--- src/rtl/core/xmld_pkg.sv ---
`default_nettype none

package xmld_pkg;

  // One character of text.
  typedef logic [7:0] char_t;

  // Longest burst that one input beat can cause: an ampersand, four held
  // name characters and one more character.
  localparam int unsigned BurstDepth = 6;
  localparam int unsigned CountWidth = $clog2(BurstDepth + 1);

  typedef logic [CountWidth-1:0] count_t;

  localparam char_t CH_AMP   = 8'h26;  // &
  localparam char_t CH_SEMI  = 8'h3B;  // ;
  localparam char_t CH_LT    = 8'h3C;  // <
  localparam char_t CH_GT    = 8'h3E;  // >
  localparam char_t CH_APOS  = 8'h27;  // '
  localparam char_t CH_QUOT  = 8'h22;  // "
  localparam char_t CH_NONE  = 8'h00;

  localparam char_t CH_L = 8'h6C;
  localparam char_t CH_T = 8'h74;
  localparam char_t CH_G = 8'h67;
  localparam char_t CH_A = 8'h61;
  localparam char_t CH_M = 8'h6D;
  localparam char_t CH_P = 8'h70;
  localparam char_t CH_O = 8'h6F;
  localparam char_t CH_S = 8'h73;
  localparam char_t CH_Q = 8'h71;
  localparam char_t CH_U = 8'h75;

  // Partial match after an ampersand. The P_ states name the characters held.
  typedef enum logic [3:0] {
    ST_IDLE   = 4'd0,
    ST_AMP    = 4'd1,
    ST_P_L    = 4'd2,
    ST_P_LT   = 4'd3,
    ST_P_G    = 4'd4,
    ST_P_GT   = 4'd5,
    ST_P_A    = 4'd6,
    ST_P_AM   = 4'd7,
    ST_P_AMP  = 4'd8,
    ST_P_AP   = 4'd9,
    ST_P_APO  = 4'd10,
    ST_P_APOS = 4'd11,
    ST_P_Q    = 4'd12,
    ST_P_QU   = 4'd13,
    ST_P_QUO  = 4'd14,
    ST_P_QUOT = 4'd15
  } match_state_t;

  typedef struct packed {
    char_t in_byte;
    logic  in_last;
  } in_beat_t;

  typedef struct packed {
    char_t out_byte;
    logic  out_last;
  } out_beat_t;

  // Characters produced by one input beat, oldest in entry 0.
  typedef struct packed {
    logic [BurstDepth-1:0][7:0] chars;
    count_t                     count;
    logic                       last;
  } burst_t;

  // State reached when character c extends the name; ST_IDLE when it does not.
  function automatic match_state_t step_state(match_state_t s, char_t c);
    match_state_t r;
    r = ST_IDLE;
    case (s)
      ST_AMP: begin
        if (c == CH_L) r = ST_P_L;
        else if (c == CH_G) r = ST_P_G;
        else if (c == CH_A) r = ST_P_A;
        else if (c == CH_Q) r = ST_P_Q;
      end
      ST_P_L:   if (c == CH_T) r = ST_P_LT;
      ST_P_G:   if (c == CH_T) r = ST_P_GT;
      ST_P_A: begin
        if (c == CH_M) r = ST_P_AM;
        else if (c == CH_P) r = ST_P_AP;
      end
      ST_P_AM:  if (c == CH_P) r = ST_P_AMP;
      ST_P_AP:  if (c == CH_O) r = ST_P_APO;
      ST_P_APO: if (c == CH_S) r = ST_P_APOS;
      ST_P_Q:   if (c == CH_U) r = ST_P_QU;
      ST_P_QU:  if (c == CH_O) r = ST_P_QUO;
      ST_P_QUO: if (c == CH_T) r = ST_P_QUOT;
      default:  r = ST_IDLE;
    endcase
    return r;
  endfunction

  // Replacement character when a semicolon closes the name; CH_NONE if none.
  function automatic char_t done_char(match_state_t s);
    char_t r;
    case (s)
      ST_P_LT:   r = CH_LT;
      ST_P_GT:   r = CH_GT;
      ST_P_AMP:  r = CH_AMP;
      ST_P_APOS: r = CH_APOS;
      ST_P_QUOT: r = CH_QUOT;
      default:   r = CH_NONE;
    endcase
    return r;
  endfunction

  // Number of characters a literal flush emits: the ampersand plus the name.
  function automatic count_t flush_len(match_state_t s);
    count_t r;
    case (s)
      ST_IDLE:                                    r = count_t'(0);
      ST_AMP:                                     r = count_t'(1);
      ST_P_L, ST_P_G, ST_P_A, ST_P_Q:             r = count_t'(2);
      ST_P_LT, ST_P_GT, ST_P_AM, ST_P_AP, ST_P_QU: r = count_t'(3);
      ST_P_AMP, ST_P_APO, ST_P_QUO:               r = count_t'(4);
      ST_P_APOS, ST_P_QUOT:                       r = count_t'(5);
      default:                                    r = count_t'(0);
    endcase
    return r;
  endfunction

  // Character at position i of a literal flush; position 0 is the ampersand.
  function automatic char_t flush_char(match_state_t s, count_t i);
    logic [3:0][7:0] name;
    char_t           r;
    case (s)
      ST_P_L:    name = {CH_NONE, CH_NONE, CH_NONE, CH_L};
      ST_P_LT:   name = {CH_NONE, CH_NONE, CH_T, CH_L};
      ST_P_G:    name = {CH_NONE, CH_NONE, CH_NONE, CH_G};
      ST_P_GT:   name = {CH_NONE, CH_NONE, CH_T, CH_G};
      ST_P_A:    name = {CH_NONE, CH_NONE, CH_NONE, CH_A};
      ST_P_AM:   name = {CH_NONE, CH_NONE, CH_M, CH_A};
      ST_P_AMP:  name = {CH_NONE, CH_P, CH_M, CH_A};
      ST_P_AP:   name = {CH_NONE, CH_NONE, CH_P, CH_A};
      ST_P_APO:  name = {CH_NONE, CH_O, CH_P, CH_A};
      ST_P_APOS: name = {CH_S, CH_O, CH_P, CH_A};
      ST_P_Q:    name = {CH_NONE, CH_NONE, CH_NONE, CH_Q};
      ST_P_QU:   name = {CH_NONE, CH_NONE, CH_U, CH_Q};
      ST_P_QUO:  name = {CH_NONE, CH_O, CH_U, CH_Q};
      ST_P_QUOT: name = {CH_T, CH_O, CH_U, CH_Q};
      default:   name = '0;
    endcase
    case (i)
      count_t'(0): r = CH_AMP;
      count_t'(1): r = name[0];
      count_t'(2): r = name[1];
      count_t'(3): r = name[2];
      count_t'(4): r = name[3];
      default:     r = CH_NONE;
    endcase
    return r;
  endfunction

endpackage

`default_nettype wire

--- src/rtl/core/xml_entity_decoder_top.sv ---
`default_nettype none

// Channel  Direction  Handshake              Beat
// in       input      in_valid / in_ready    in_data  (in_byte, in_last)
// out      output     out_valid / out_ready  out_data (out_byte, out_last)
//
// Each input beat is decoded in the cycle it is accepted and its characters
// are loaded into a burst register of up to six entries.
// A beat that yields zero or one character keeps in_ready high while out_ready
// is high, so ordinary text flows at one beat per clock; a longer burst holds
// in_ready low as it drains, one character a cycle while out_ready is high.
// Reset is synchronous on rst and leaves no entity pending and the burst empty.
// A stall on out_ready holds the current character and, once the burst is
// down to its last entry, also holds off the next input beat.

module xml_entity_decoder_top import xmld_pkg::*; (
  input  wire logic     clk,
  input  wire logic     rst,
  input  wire logic     in_valid,
  output logic          in_ready,
  input  wire in_beat_t in_data,
  output logic          out_valid,
  input  wire logic     out_ready,
  output out_beat_t     out_data
);

  // A beat is taken whenever the burst register will be free at this edge.
  logic   accept;
  burst_t burst;

  assign accept = in_valid && in_ready;

  // Entity matcher: holds the partial name after an ampersand and works out
  // every character that the current beat releases.
  xmld_match u_match (
    .clk   (clk),
    .rst   (rst),
    .load  (accept),
    .beat  (in_data),
    .burst (burst)
  );

  // Burst register: presents the released characters one per beat and marks
  // the final character of a string.
  xmld_burst u_burst (
    .clk       (clk),
    .rst       (rst),
    .load      (accept),
    .burst     (burst),
    .ready     (in_ready),
    .out_valid (out_valid),
    .out_ready (out_ready),
    .out_data  (out_data)
  );

endmodule

`default_nettype wire

--- src/rtl/core/xmld_match.sv ---
`default_nettype none

module xmld_match import xmld_pkg::*; (
  input  wire logic     clk,
  input  wire logic     rst,
  input  wire logic     load,
  input  wire in_beat_t beat,
  output burst_t        burst
);

  match_state_t state;
  match_state_t state_next;

  match_state_t edge_to;
  char_t        repl_char;
  logic         repl;
  logic         extend;
  logic         mismatch;

  match_state_t flush_state;
  count_t       flush_count;
  char_t        tail_char;
  logic         tail_valid;

  always_comb begin
    edge_to   = step_state(state, beat.in_byte);
    repl_char = done_char(state);
    repl      = (state != ST_IDLE) && (beat.in_byte == CH_SEMI) && (repl_char != CH_NONE);
    extend    = (state != ST_IDLE) && !repl && (edge_to != ST_IDLE);
    mismatch  = (state != ST_IDLE) && !repl && !extend;
  end

  // Next state.
  always_comb begin
    if (beat.in_last || repl) begin
      state_next = ST_IDLE;
    end else if (extend) begin
      state_next = edge_to;
    end else if (beat.in_byte == CH_AMP) begin
      state_next = ST_AMP;
    end else begin
      state_next = ST_IDLE;
    end
  end

  // Burst: a literal flush of some state, then at most one more character.
  always_comb begin
    if (repl) begin
      flush_state = ST_IDLE;
      tail_char   = repl_char;
      tail_valid  = 1'b1;
    end else if (extend) begin
      flush_state = beat.in_last ? edge_to : ST_IDLE;
      tail_char   = beat.in_byte;
      tail_valid  = 1'b0;
    end else begin
      flush_state = mismatch ? state : ST_IDLE;
      tail_char   = beat.in_byte;
      // A fresh ampersand is held, unless the string ends here.
      tail_valid  = (beat.in_byte != CH_AMP) || beat.in_last;
    end
    flush_count = flush_len(flush_state);
    for (int i = 0; i < BurstDepth; i++) begin
      if (count_t'(i) < flush_count) begin
        burst.chars[i] = flush_char(flush_state, count_t'(i));
      end else begin
        burst.chars[i] = tail_char;
      end
    end
    burst.count = flush_count + count_t'(tail_valid);
    burst.last  = beat.in_last;
  end

  always_ff @(posedge clk) begin
    if (rst) begin
      state <= ST_IDLE;
    end else if (load) begin
      state <= state_next;
    end
  end

`ifndef SYNTH
  a_last_clears: assert property (@(posedge clk) disable iff (rst)
    load && beat.in_last |=> state == ST_IDLE)
    else $error("match state not cleared after end of string");

  a_repl_single: assert property (@(posedge clk) disable iff (rst)
    repl |-> burst.count == count_t'(1))
    else $error("entity replacement must give one character");

  a_last_nonempty: assert property (@(posedge clk) disable iff (rst)
    beat.in_last |-> burst.count != count_t'(0))
    else $error("end of string gave no character");
`endif

endmodule

`default_nettype wire

--- src/rtl/core/xmld_burst.sv ---
`default_nettype none

module xmld_burst import xmld_pkg::*; (
  input  wire logic   clk,
  input  wire logic   rst,
  input  wire logic   load,
  input  wire burst_t burst,
  output logic        ready,
  output logic        out_valid,
  input  wire logic   out_ready,
  output out_beat_t   out_data
);

  logic [BurstDepth-1:0][7:0] chars;
  count_t                     count;
  logic                       last;
  logic                       take;

  assign out_valid         = (count != count_t'(0));
  assign take              = out_valid && out_ready;
  assign ready             = (count == count_t'(0)) || ((count == count_t'(1)) && out_ready);
  assign out_data.out_byte = chars[0];
  assign out_data.out_last = last && (count == count_t'(1));

  always_ff @(posedge clk) begin
    if (rst) begin
      count <= '0;
    end else if (load) begin
      count <= burst.count;
    end else if (take) begin
      count <= count - count_t'(1);
    end
  end

  always_ff @(posedge clk) begin
    if (load) begin
      chars <= burst.chars;
      last  <= burst.last;
    end else if (take) begin
      for (int i = 0; i < BurstDepth - 1; i++) begin
        chars[i] <= chars[i+1];
      end
    end
  end

`ifndef SYNTH
  a_count_range: assert property (@(posedge clk) disable iff (rst)
    count <= count_t'(BurstDepth))
    else $error("burst count out of range");

  a_no_overwrite: assert property (@(posedge clk) disable iff (rst)
    load |-> count <= count_t'(1))
    else $error("burst loaded over pending characters");

  a_drain_step: assert property (@(posedge clk) disable iff (rst)
    take && !load |=> count == $past(count) - count_t'(1))
    else $error("burst did not advance by one character");
`endif

endmodule

`default_nettype wire

--- config.mk ---
export PLATFORM = sky130hd
export DESIGN_NAME = xml_entity_decoder_top
export DESIGN_NICKNAME = d
export VERILOG_FILES = /design/src/rtl/core/xmld_pkg.sv /design/src/rtl/core/xml_entity_decoder_top.sv /design/src/rtl/core/xmld_match.sv /design/src/rtl/core/xmld_burst.sv
export SDC_FILE = /design/constraint.sdc
export NUM_CORES = 1
export LEC_CHECK = 0
export BUFFER_PORTS_ARGS = -buffer_cell sky130_fd_sc_hd__buf_4
export CAP_MARGIN = 20
export CORE_ASPECT_RATIO = 1.2
export CORE_UTILIZATION = 35
export CTS_CLUSTER_SIZE = 24
export DETAILED_ROUTE_END_ITERATION = 8
export PLACE_DENSITY = 0.62
export SYNTH_ARGS = -nofsm -noshare
export SYNTH_HDL_FRONTEND = slang
export SYNTH_SLANG_ARGS = --single-unit
--- constraint.sdc ---
create_clock -name clk -period 7.9 [get_ports clk]
set_clock_uncertainty 0.05 [all_clocks]
set_input_delay 1.58 -clock clk [delete_from_list [all_inputs] [get_ports clk]]
set_output_delay 1.58 -clock clk [all_outputs]
set_load 0.02 [all_outputs]
# Word level (Yosys, flattened, before mapping)
# Memories as Yosys holds them, arrays and structs flattened.
# Cells that the tools add are included.
totals:
  mem_bits_ro: 1712
  regBits: 56
  out_inout_bits: 11
  mem_bits_rw: 0
  latchBits: 0
  n_memories: 5
  in_bits: 13
op_classes:
  div: 0
  n_mul: 0
  n_reduce_logical: 20
  eq_ne: 29
  add_sub_neg: 2
  magnitude_cmp: 6
  muxes: 35
  shift: 0
  bitwise_logic: 0
memory_table:
  columns: ["memory", "words", "word_bits", "read_ports", "rd_ports_with_merged_regs", "write_ports", "line_no", "rtl"]
  rows:
  - ["(no name shown)", 16, 26, 1, 0, 0, "xmld_pkg.sv:132", "case (s)"]
  - ["(no name shown)", 16, 26, 1, 0, 0, "xmld_pkg.sv:132", null]
  - ["(no name shown)", 16, 26, 1, 0, 0, "xmld_pkg.sv:132", null]
  - ["(no name shown)", 16, 26, 1, 0, 0, "xmld_pkg.sv:132", null]
  - ["(no name shown)", 16, 3, 1, 0, 0, "xmld_pkg.sv:116", "case (s)"]
op_table:
  columns: ["op", "count"]
  rows:
  - ["equality test 8 x 7 -> 1 bit, second input constant", 10]
  - ["2-to-1 mux 40 bit", 2]
  - ["2-to-1 mux 4 bit", 18]
  - ["2-to-1 mux 8 bit", 6]
  - ["case mux 4 bit (10 select lines)", 1]
  - ["equality test 4 bit, second input constant", 8]
  - ["case mux 6 bit (5 select lines)", 1]
  - ["equality test 4 x 3 -> 1 bit, second input constant", 4]
  - ["equality test 8 x 6 -> 1 bit, second input constant", 2]
  - ["logical AND 1 bit", 9]
  - ["2-to-1 mux 3 bit", 3]
  - ["equality test 4 x 2 -> 1 bit, second input constant", 2]
  - ["inequality test 8 x 6 -> 1 bit, second input constant", 1]
  - ["nonzero test 4 bit", 2]
  - ["nonzero test 8 bit", 1]
  - ["less-than comparator 1 x 3 -> 1 bit, first input constant", 2]
  - ["less-than comparator 2 x 3 -> 1 bit, first input constant", 2]
  - ["less-than comparator 3 bit, first input constant", 2]
  - ["equality test 4 x 1 -> 1 bit, second input constant", 1]
  - ["adder 3 x 1 -> 3 bit", 1]
  - ["equality test 3 x 1 -> 1 bit, second input constant", 1]
  - ["zero test 3 bit", 1]
  - ["logical OR 1 bit", 3]
  - ["2-to-1 mux 1 bit", 3]
  - ["5 further kinds", 6]

# Logic depth before layout (Yosys ltp)
# An unclocked memory read counts as a cell.
logic_depth:
  word_depth: 17
  ltp_mapped: 16
  mapped_depth_nobuf: 14

# Hierarchy
# A second synthesis with hierarchy kept.
hier_totals:
  cells_unflattened: 353
  area_unflattened_um2: 3747.3
modules_own_cells:
  columns: ["module", "instances", "area_per_inst_um2", "cells_each"]
  rows:
  - ["xmld_burst", 1, 2269.7, 130]
  - ["xmld_match", 1, 1471.4, 222]
  - ["xml_entity_decoder_top", 1, 6.3, 1]

# Worst setup path after synthesis
# No wires, ideal clock.
synth_timing:
  path_type: "in2reg"
  from: "in in_data[2] in the netlist's numbering"
  to: "reg u_burst.count[2]"
  path_stages: 15
  path_slack_ps: 2898
  setup_ps: 117
  n_path_buf: 2
  arrival_time_ps: 4835
  path_cell_list: "buf_2 -> or4b_1 -> a2111oi_2 -> a211oi_2 -> nor4bb_4 -> a41o_1 -> clkinv_2 -> ha_1 -> clkbuf_1 -> and2_1 -> nor2_1 -> ha_1 -> a2111oi_0 -> nor4_1 -> a22o_1"
synth_via:
  elab_chain_len: 16
  elab_cells_between_ends: 45
synth_rtl:
  columns: ["element", "line_no", "rtl"]
  rows:
  - ["from (decl)", "xml_entity_decoder_top.sv:21", "input wire in_beat_t in_data,"]
  - ["equality test 8 x 7 -> 1 bit", "xmld_pkg.sv:80", "else if (c == CH_Q) r = ST_P_Q;"]
  - ["2-to-1 mux 4 bit", "xmld_pkg.sv:80", null]
  - ["2-to-1 mux 4 bit", "xmld_pkg.sv:79", "else if (c == CH_A) r = ST_P_A;"]
  - ["2-to-1 mux 4 bit", "xmld_pkg.sv:78", "else if (c == CH_G) r = ST_P_G;"]
  - ["2-to-1 mux 4 bit", "xmld_pkg.sv:77", "if (c == CH_L) r = ST_P_L;"]
  - ["case mux 4 bit (10 select lines)", "xmld_pkg.sv:75", "case (s)"]
  - ["nonzero test 4 bit", "xmld_match.sv:29", "extend = (state != ST_IDLE) && !repl && (edge_to != ST_IDLE);"]
  - ["logical AND 1 bit", "xmld_match.sv:29", null]
  - ["zero test 1 bit", "xmld_match.sv:30", "mismatch = (state != ST_IDLE) && !repl && !extend;"]
  - ["logical AND 1 bit", "xmld_match.sv:30", null]
  - ["2-to-1 mux 4 bit", "xmld_match.sv:57", "flush_state = mismatch ? state : ST_IDLE;"]
  - ["2-to-1 mux 4 bit", "xmld_match.sv:52", "end else if (extend) begin"]
  - ["2-to-1 mux 4 bit", "xmld_match.sv:48", "if (repl) begin"]
  - ["memory read (16 x 3 bit)", null, null]
  - ["adder 3 x 1 -> 3 bit *", "xmld_match.sv:70", "burst.count = flush_count + count_t'(tail_valid);"]
  - ["2-to-1 mux 3 bit *", "xmld_burst.sv:28", "end else if (load) begin"]
  - ["to (signal assigned)", "xmld_burst.sv:29", "count <= burst.count;"]
  - ["to (signal assigned)", "xmld_burst.sv:31", "count <= count - count_t'(1);"]
  - ["to (decl)", "xmld_burst.sv:15", "count_t count;"]
# Every way passes the cells marked *; elsewhere a longest branch is shown, timed or not.
# A chain may end at the register's enable or synchronous reset.

# Worst setup path in the final report
layout_timing:
  from: "in in_data[1] in the netlist's numbering"
  to: "reg u_burst.count[2]"
# Same word-level chain as after synthesis.

==> metrics.sh <==
DRT_WL_TOTAL_MM=8.84
POWER_DENSITY_RELATIVE_TO_CELL_AREA_nW_PER_UM2=265
WORST_SETUP_PATH_START_KIND='input pin'
GP_ROUTABILITY_CONGESTION=0.970
CP_SLOWEST_CELL='sky130_fd_sc_hd__or4b_1'
GRT_MAX_DEGREE=54
WORSTPATHARRIVAL_PS=5400
PERIOD_MINUS_SLACK_PS=5260
CRIT_PATH_CELLS='buf_4, or4b_1, a2111oi_2, a211oi_2, nor4bb_4, a41o_1, clkinv_2, ha_1, and2_1, nor2_1, ha_1, a2111oi_0, nor4_1, a22o_1'
MAX_CAP_VIOL_COUNT=0
DRT_DRC_VIOLATIONS_LEFT=0
IOS=24
PATH_DELAY_FAMILY='compound AO/OA/AOI/OAI gates'
FINAL_ANTENNA_NET_COUNT=0
COREAREA_UM2=10200
DRT_PRE_ANTENNA_ITERS=5
SYNTH-EDFF-COUNT=49
ANTENNA_CELLS_INSERTED=0
WORSTPATHBUFFERINVERTERCOUNT=2
CLKSINKCOUNT=56
RSZ0062_AT_GRT='no'
CRIT_PATH_MAX_INCR_DELAY_PS=520
DETAILROUTE.VIA_COUNT=2952
MAX_FREQ_GHz=0.190
DESIGN.FINAL.NETS=403
SYNTH-SEQ-CELLS=56
SYN_NETS=407
PLACE.DETAILED.HPWL_MM=6.14
LAYOUT-DRIVE-GT1-SHARE_PCT=15.3
WORST_PATH_MOST_REPEATED_CELL='sky130_fd_sc_hd__ha_1'
GRT_USAGE_PCT=17.3
FINAL.FILL_COUNT=1036
OUTCOME='complete, no violations'
WORSTSETUPENDPOINTTYPE='flip-flop'
CTS_HTREE_LEVELS=2
VIA_COUNT_OF_THE_FIRST_GLOBAL_ROUTING_PASS=2793
HOLD_WC_PATH_TYPE='flip-flop to flip-flop'
SETUP_TOTAL_NEGATIVE_SLACK_PS=0
SLEW_MARGIN_REL_PCT=47.6
CRIT_CELLS=14
FINAL_CYCLE_SHARE_PCT=66.6
DETAIL_ROUTE.ITER0.VIOLATIONS=319
SYN_AVG_CELL_AREA_UM2=9.78
HOLD_FIX_BUFFERS_CTS=0
FINAL_ROUTED_WIRE_LENGTH_DIVIDED_BY_CELL_COUNT_UM=17.5
DIE_AREA_UM2=11100
FP.DIEW_UM=96.3
REG2REGPATHDEPTH=13
CTS.REPAIR.RESIZED=0
TIMING.FINAL.MAX_SLEW_VIOLATIONS=0
CELL_COUNT_AFTER_SYNTHESIS=382
FLOORPLAN.DIE.HEIGHT_UM=115
CTS-BUFFERS-INSERTED=5
FINAL_HOLD_VIOL_COUNT=0
CTS-ROOT-TO-SINK-BUFFERS=2
FINAL-SETUP-VIOL-COUNT=0
HOLD_PATH_DEPTH=2
SYNTH.YOSYS.SEQ_AREA_SHARE_PCT=43.1
YS_DOMINANT_REG_CELL='sky130_fd_sc_hd__edfxtp_1'
WORSTPATHMAXFANOUT=15
SYNTH.CELL_AREA_UM2=3740
NUMBER_OF_ANTENNA_VIOLATIONS_AT_THE_FIRST_CHECK_IN_GLOBAL_ROUTING=0
POWER_LEAKAGE_nW=1.45
TRITONCTS_CLOCK_TREE='yes'
FINAL_TOTAL_PWR_mW=1.07
CTS_SETUP_BUFFERS=0
SEQUENTIAL_CELL_AREA_UM2=1610
CLKTRANSATPATHREGS_PS=70
TIMING_WORST_SETUP_PATH_TYPE='input pin to flip-flop'
VDD_DROP_MAX_V=0.000101
AREA_GROWTH_SYN_TO_LAYOUT_PCT=8.37
FLOORPLAN.INITIALDENSITY_PCT=36.6
PORT_BUFFERS=23
ROWS=40
GLOBAL_ROUTE_WIRE_LENGTH_BEFORE_REPAIR_MM=14.6
WORSTPATHREQUIRED_PS=8040
DRT-VIAS-PER-INSTANCE=5.85
TIMING.HOLD.WS_PS=453
MULTI_INPUT_AREA_UM2=1880
POST_SYNTHESIS_ASYNC_SET_OR_RESET_FLOP_SHARE_PCT=0
YS_WARN_COUNT=0
WORSTSKEWPAIRLATENCY_PS=300
OVERFLOW_LEFT_AFTER_GLOBAL_ROUTING=0
CLOCK_ROOT_BUFFER_MASTER='sky130_fd_sc_hd__clkbuf_16'
WORST_SLEW_PIN_SLEW_PS=777
NUMBER_OF_DISTINCT_LIBRARY_CELLS_AFTER_SYNTHESIS=78
flip-flops by register name, indices dropped and copies added, names as in the netlist:
name and count:
u_burst.last 1, u_burst.chars 40, u_match.state 4, u_burst.count 3, u_burst.out_data 8
layout make-up:
| type | count | area share, % |
|---|---|---|
| Timing Repair Buffer | 26 | 5.13 |
| Inverter | 13 | 1.30 |
| Sequential cell | 56 | 39.8 |
| Clock buffer | 5 | 3.09 |
| Tap cell | 126 | 3.89 |
| Clock inverter | 3 | 0.433 |
| Multi-Input combinational cell | 276 | 46.4 |
routing by layer:
| layer | track usage [%] | up-vias | part of all wire (%) |
|---|---|---|---|
| met5 | 0 | - | 0 |
| met2 | 27.6 | 113 | 48 |
| met1 | 23.5 | 1400 | 44 |
| li1 | - | 1419 | - |
| met3 | 2.31 | 20 | 5.0 |
| met4 | 7.45 | 0 | 2.8 |
per-stage QoR:
stage               instance area [µm²]  setup slack [ps]  std cells  utilization [%]
finish                             4050              2640        505             39.7
global route                       4050              2370        505             39.7
CTS                                4030              2680        504             39.5
detailed placement                 3890              2390        496             38.1
global placement                   3890              2450        496             38.1
floorplan                          3740              2900        382                -
worst reg2reg max path, stage by stage (launching register included):
cell                        delay, ps
sky130_fd_sc_hd__dfxtp_1          710
sky130_fd_sc_hd__or4b_4           570
sky130_fd_sc_hd__a2111oi_4        370
sky130_fd_sc_hd__a211oi_2         170
sky130_fd_sc_hd__nor4bb_4         210
sky130_fd_sc_hd__a41o_1           440
sky130_fd_sc_hd__clkinv_2         160
sky130_fd_sc_hd__ha_1             420
sky130_fd_sc_hd__and2_1           280
sky130_fd_sc_hd__nor2_1            80
sky130_fd_sc_hd__ha_1             230
sky130_fd_sc_hd__a2111oi_0        400
sky130_fd_sc_hd__nor4_1           120
sky130_fd_sc_hd__a22o_1           240
power breakdown:
part | leakage, nW | internal (mW) | switching (mW)
Sequential | 0.535 | 0.471 | 0.0293
Combinational | 0.848 | 0.138 | 0.214
Clock | 0.0716 | 0.117 | 0.104
Total | 1.45 | 0.725 | 0.346
final timing paths:
path | start | to | slack (ps)
worst max-delay path | in_data[1] | u_burst.count[2] | 2640
worst min-delay path | u_burst.count[1] | u_burst.count[1] | 450
worst max register to register | u_match.state[0] | u_burst.count[2] | 3360
worst min register to register | u_burst.count[1] | u_burst.count[1] | 450
cells by family after synthesis:
family | after synthesis | synth area share (%)
adders and majority gates | 12 | 4.02
muxes | 5 | 1.37
and+or+nand+nor | 151 | 22.4
buffers and inverters | 50 | 6.70
AOI/OAI and AO/OA | 105 | 21.7
xor gates and xnor gates | 3 | 0.703
DFF | 56 | 43.1
cells in the final DEF, fill, tap and decap left out, types with 3 or more instances in the layout:
cell                        instances
sky130_fd_sc_hd__nor4_1             8
sky130_fd_sc_hd__dfxtp_1            7
sky130_fd_sc_hd__a21oi_1           26
sky130_fd_sc_hd__buf_4             25
sky130_fd_sc_hd__nor2_1            44
sky130_fd_sc_hd__o211ai_1           5
sky130_fd_sc_hd__ha_1              12
sky130_fd_sc_hd__nor2b_1            5
sky130_fd_sc_hd__o21ai_0           10
sky130_fd_sc_hd__mux2i_1            4
sky130_fd_sc_hd__clkbuf_16          5
sky130_fd_sc_hd__a31oi_1            6
sky130_fd_sc_hd__edfxtp_1          49
sky130_fd_sc_hd__nor3_1             8
sky130_fd_sc_hd__nand3_1            5
sky130_fd_sc_hd__a221o_1            4
sky130_fd_sc_hd__o21ai_1            8
sky130_fd_sc_hd__nand3b_1           6
sky130_fd_sc_hd__a22o_1             7
sky130_fd_sc_hd__o31ai_1            8
sky130_fd_sc_hd__xnor2_1            3
sky130_fd_sc_hd__nand2_1           41
sky130_fd_sc_hd__inv_1             10
sky130_fd_sc_hd__o2111ai_1          3
synth_stat cells, types with 3 or more instances:
library cell / count / area share [%]
sky130_fd_sc_hd__nor3_1: 8 / 1.1
sky130_fd_sc_hd__nand3b_1: 6 / 1.2
sky130_fd_sc_hd__o21ai_1: 8 / 1.1
sky130_fd_sc_hd__inv_1: 10 / 1.0
sky130_fd_sc_hd__o21ai_0: 10 / 1.3
sky130_fd_sc_hd__nor2b_1: 5 / 0.84
sky130_fd_sc_hd__a31oi_1: 6 / 1.0
sky130_fd_sc_hd__nand3_1: 5 / 0.67
sky130_fd_sc_hd__o2111ai_1: 3 / 0.70
sky130_fd_sc_hd__o31ai_1: 8 / 1.6
sky130_fd_sc_hd__ha_1: 12 / 4.0
sky130_fd_sc_hd__buf_4: 10 / 2.0
sky130_fd_sc_hd__a21oi_1: 26 / 3.5
sky130_fd_sc_hd__clkbuf_1: 14 / 1.4
sky130_fd_sc_hd__buf_2: 11 / 1.5
sky130_fd_sc_hd__nand2_1: 42 / 4.2
sky130_fd_sc_hd__o211ai_1: 5 / 1.0
sky130_fd_sc_hd__xnor2_1: 3 / 0.70
sky130_fd_sc_hd__nor4_1: 8 / 1.3
sky130_fd_sc_hd__a22o_1: 7 / 1.6
sky130_fd_sc_hd__nor2_1: 44 / 4.4
sky130_fd_sc_hd__a221o_1: 4 / 1.1
sky130_fd_sc_hd__edfxtp_1: 49 / 39
sky130_fd_sc_hd__mux2i_1: 4 / 1.1
sky130_fd_sc_hd__dfxtp_1: 7 / 3.8
(Power assumes the default switching activity.)
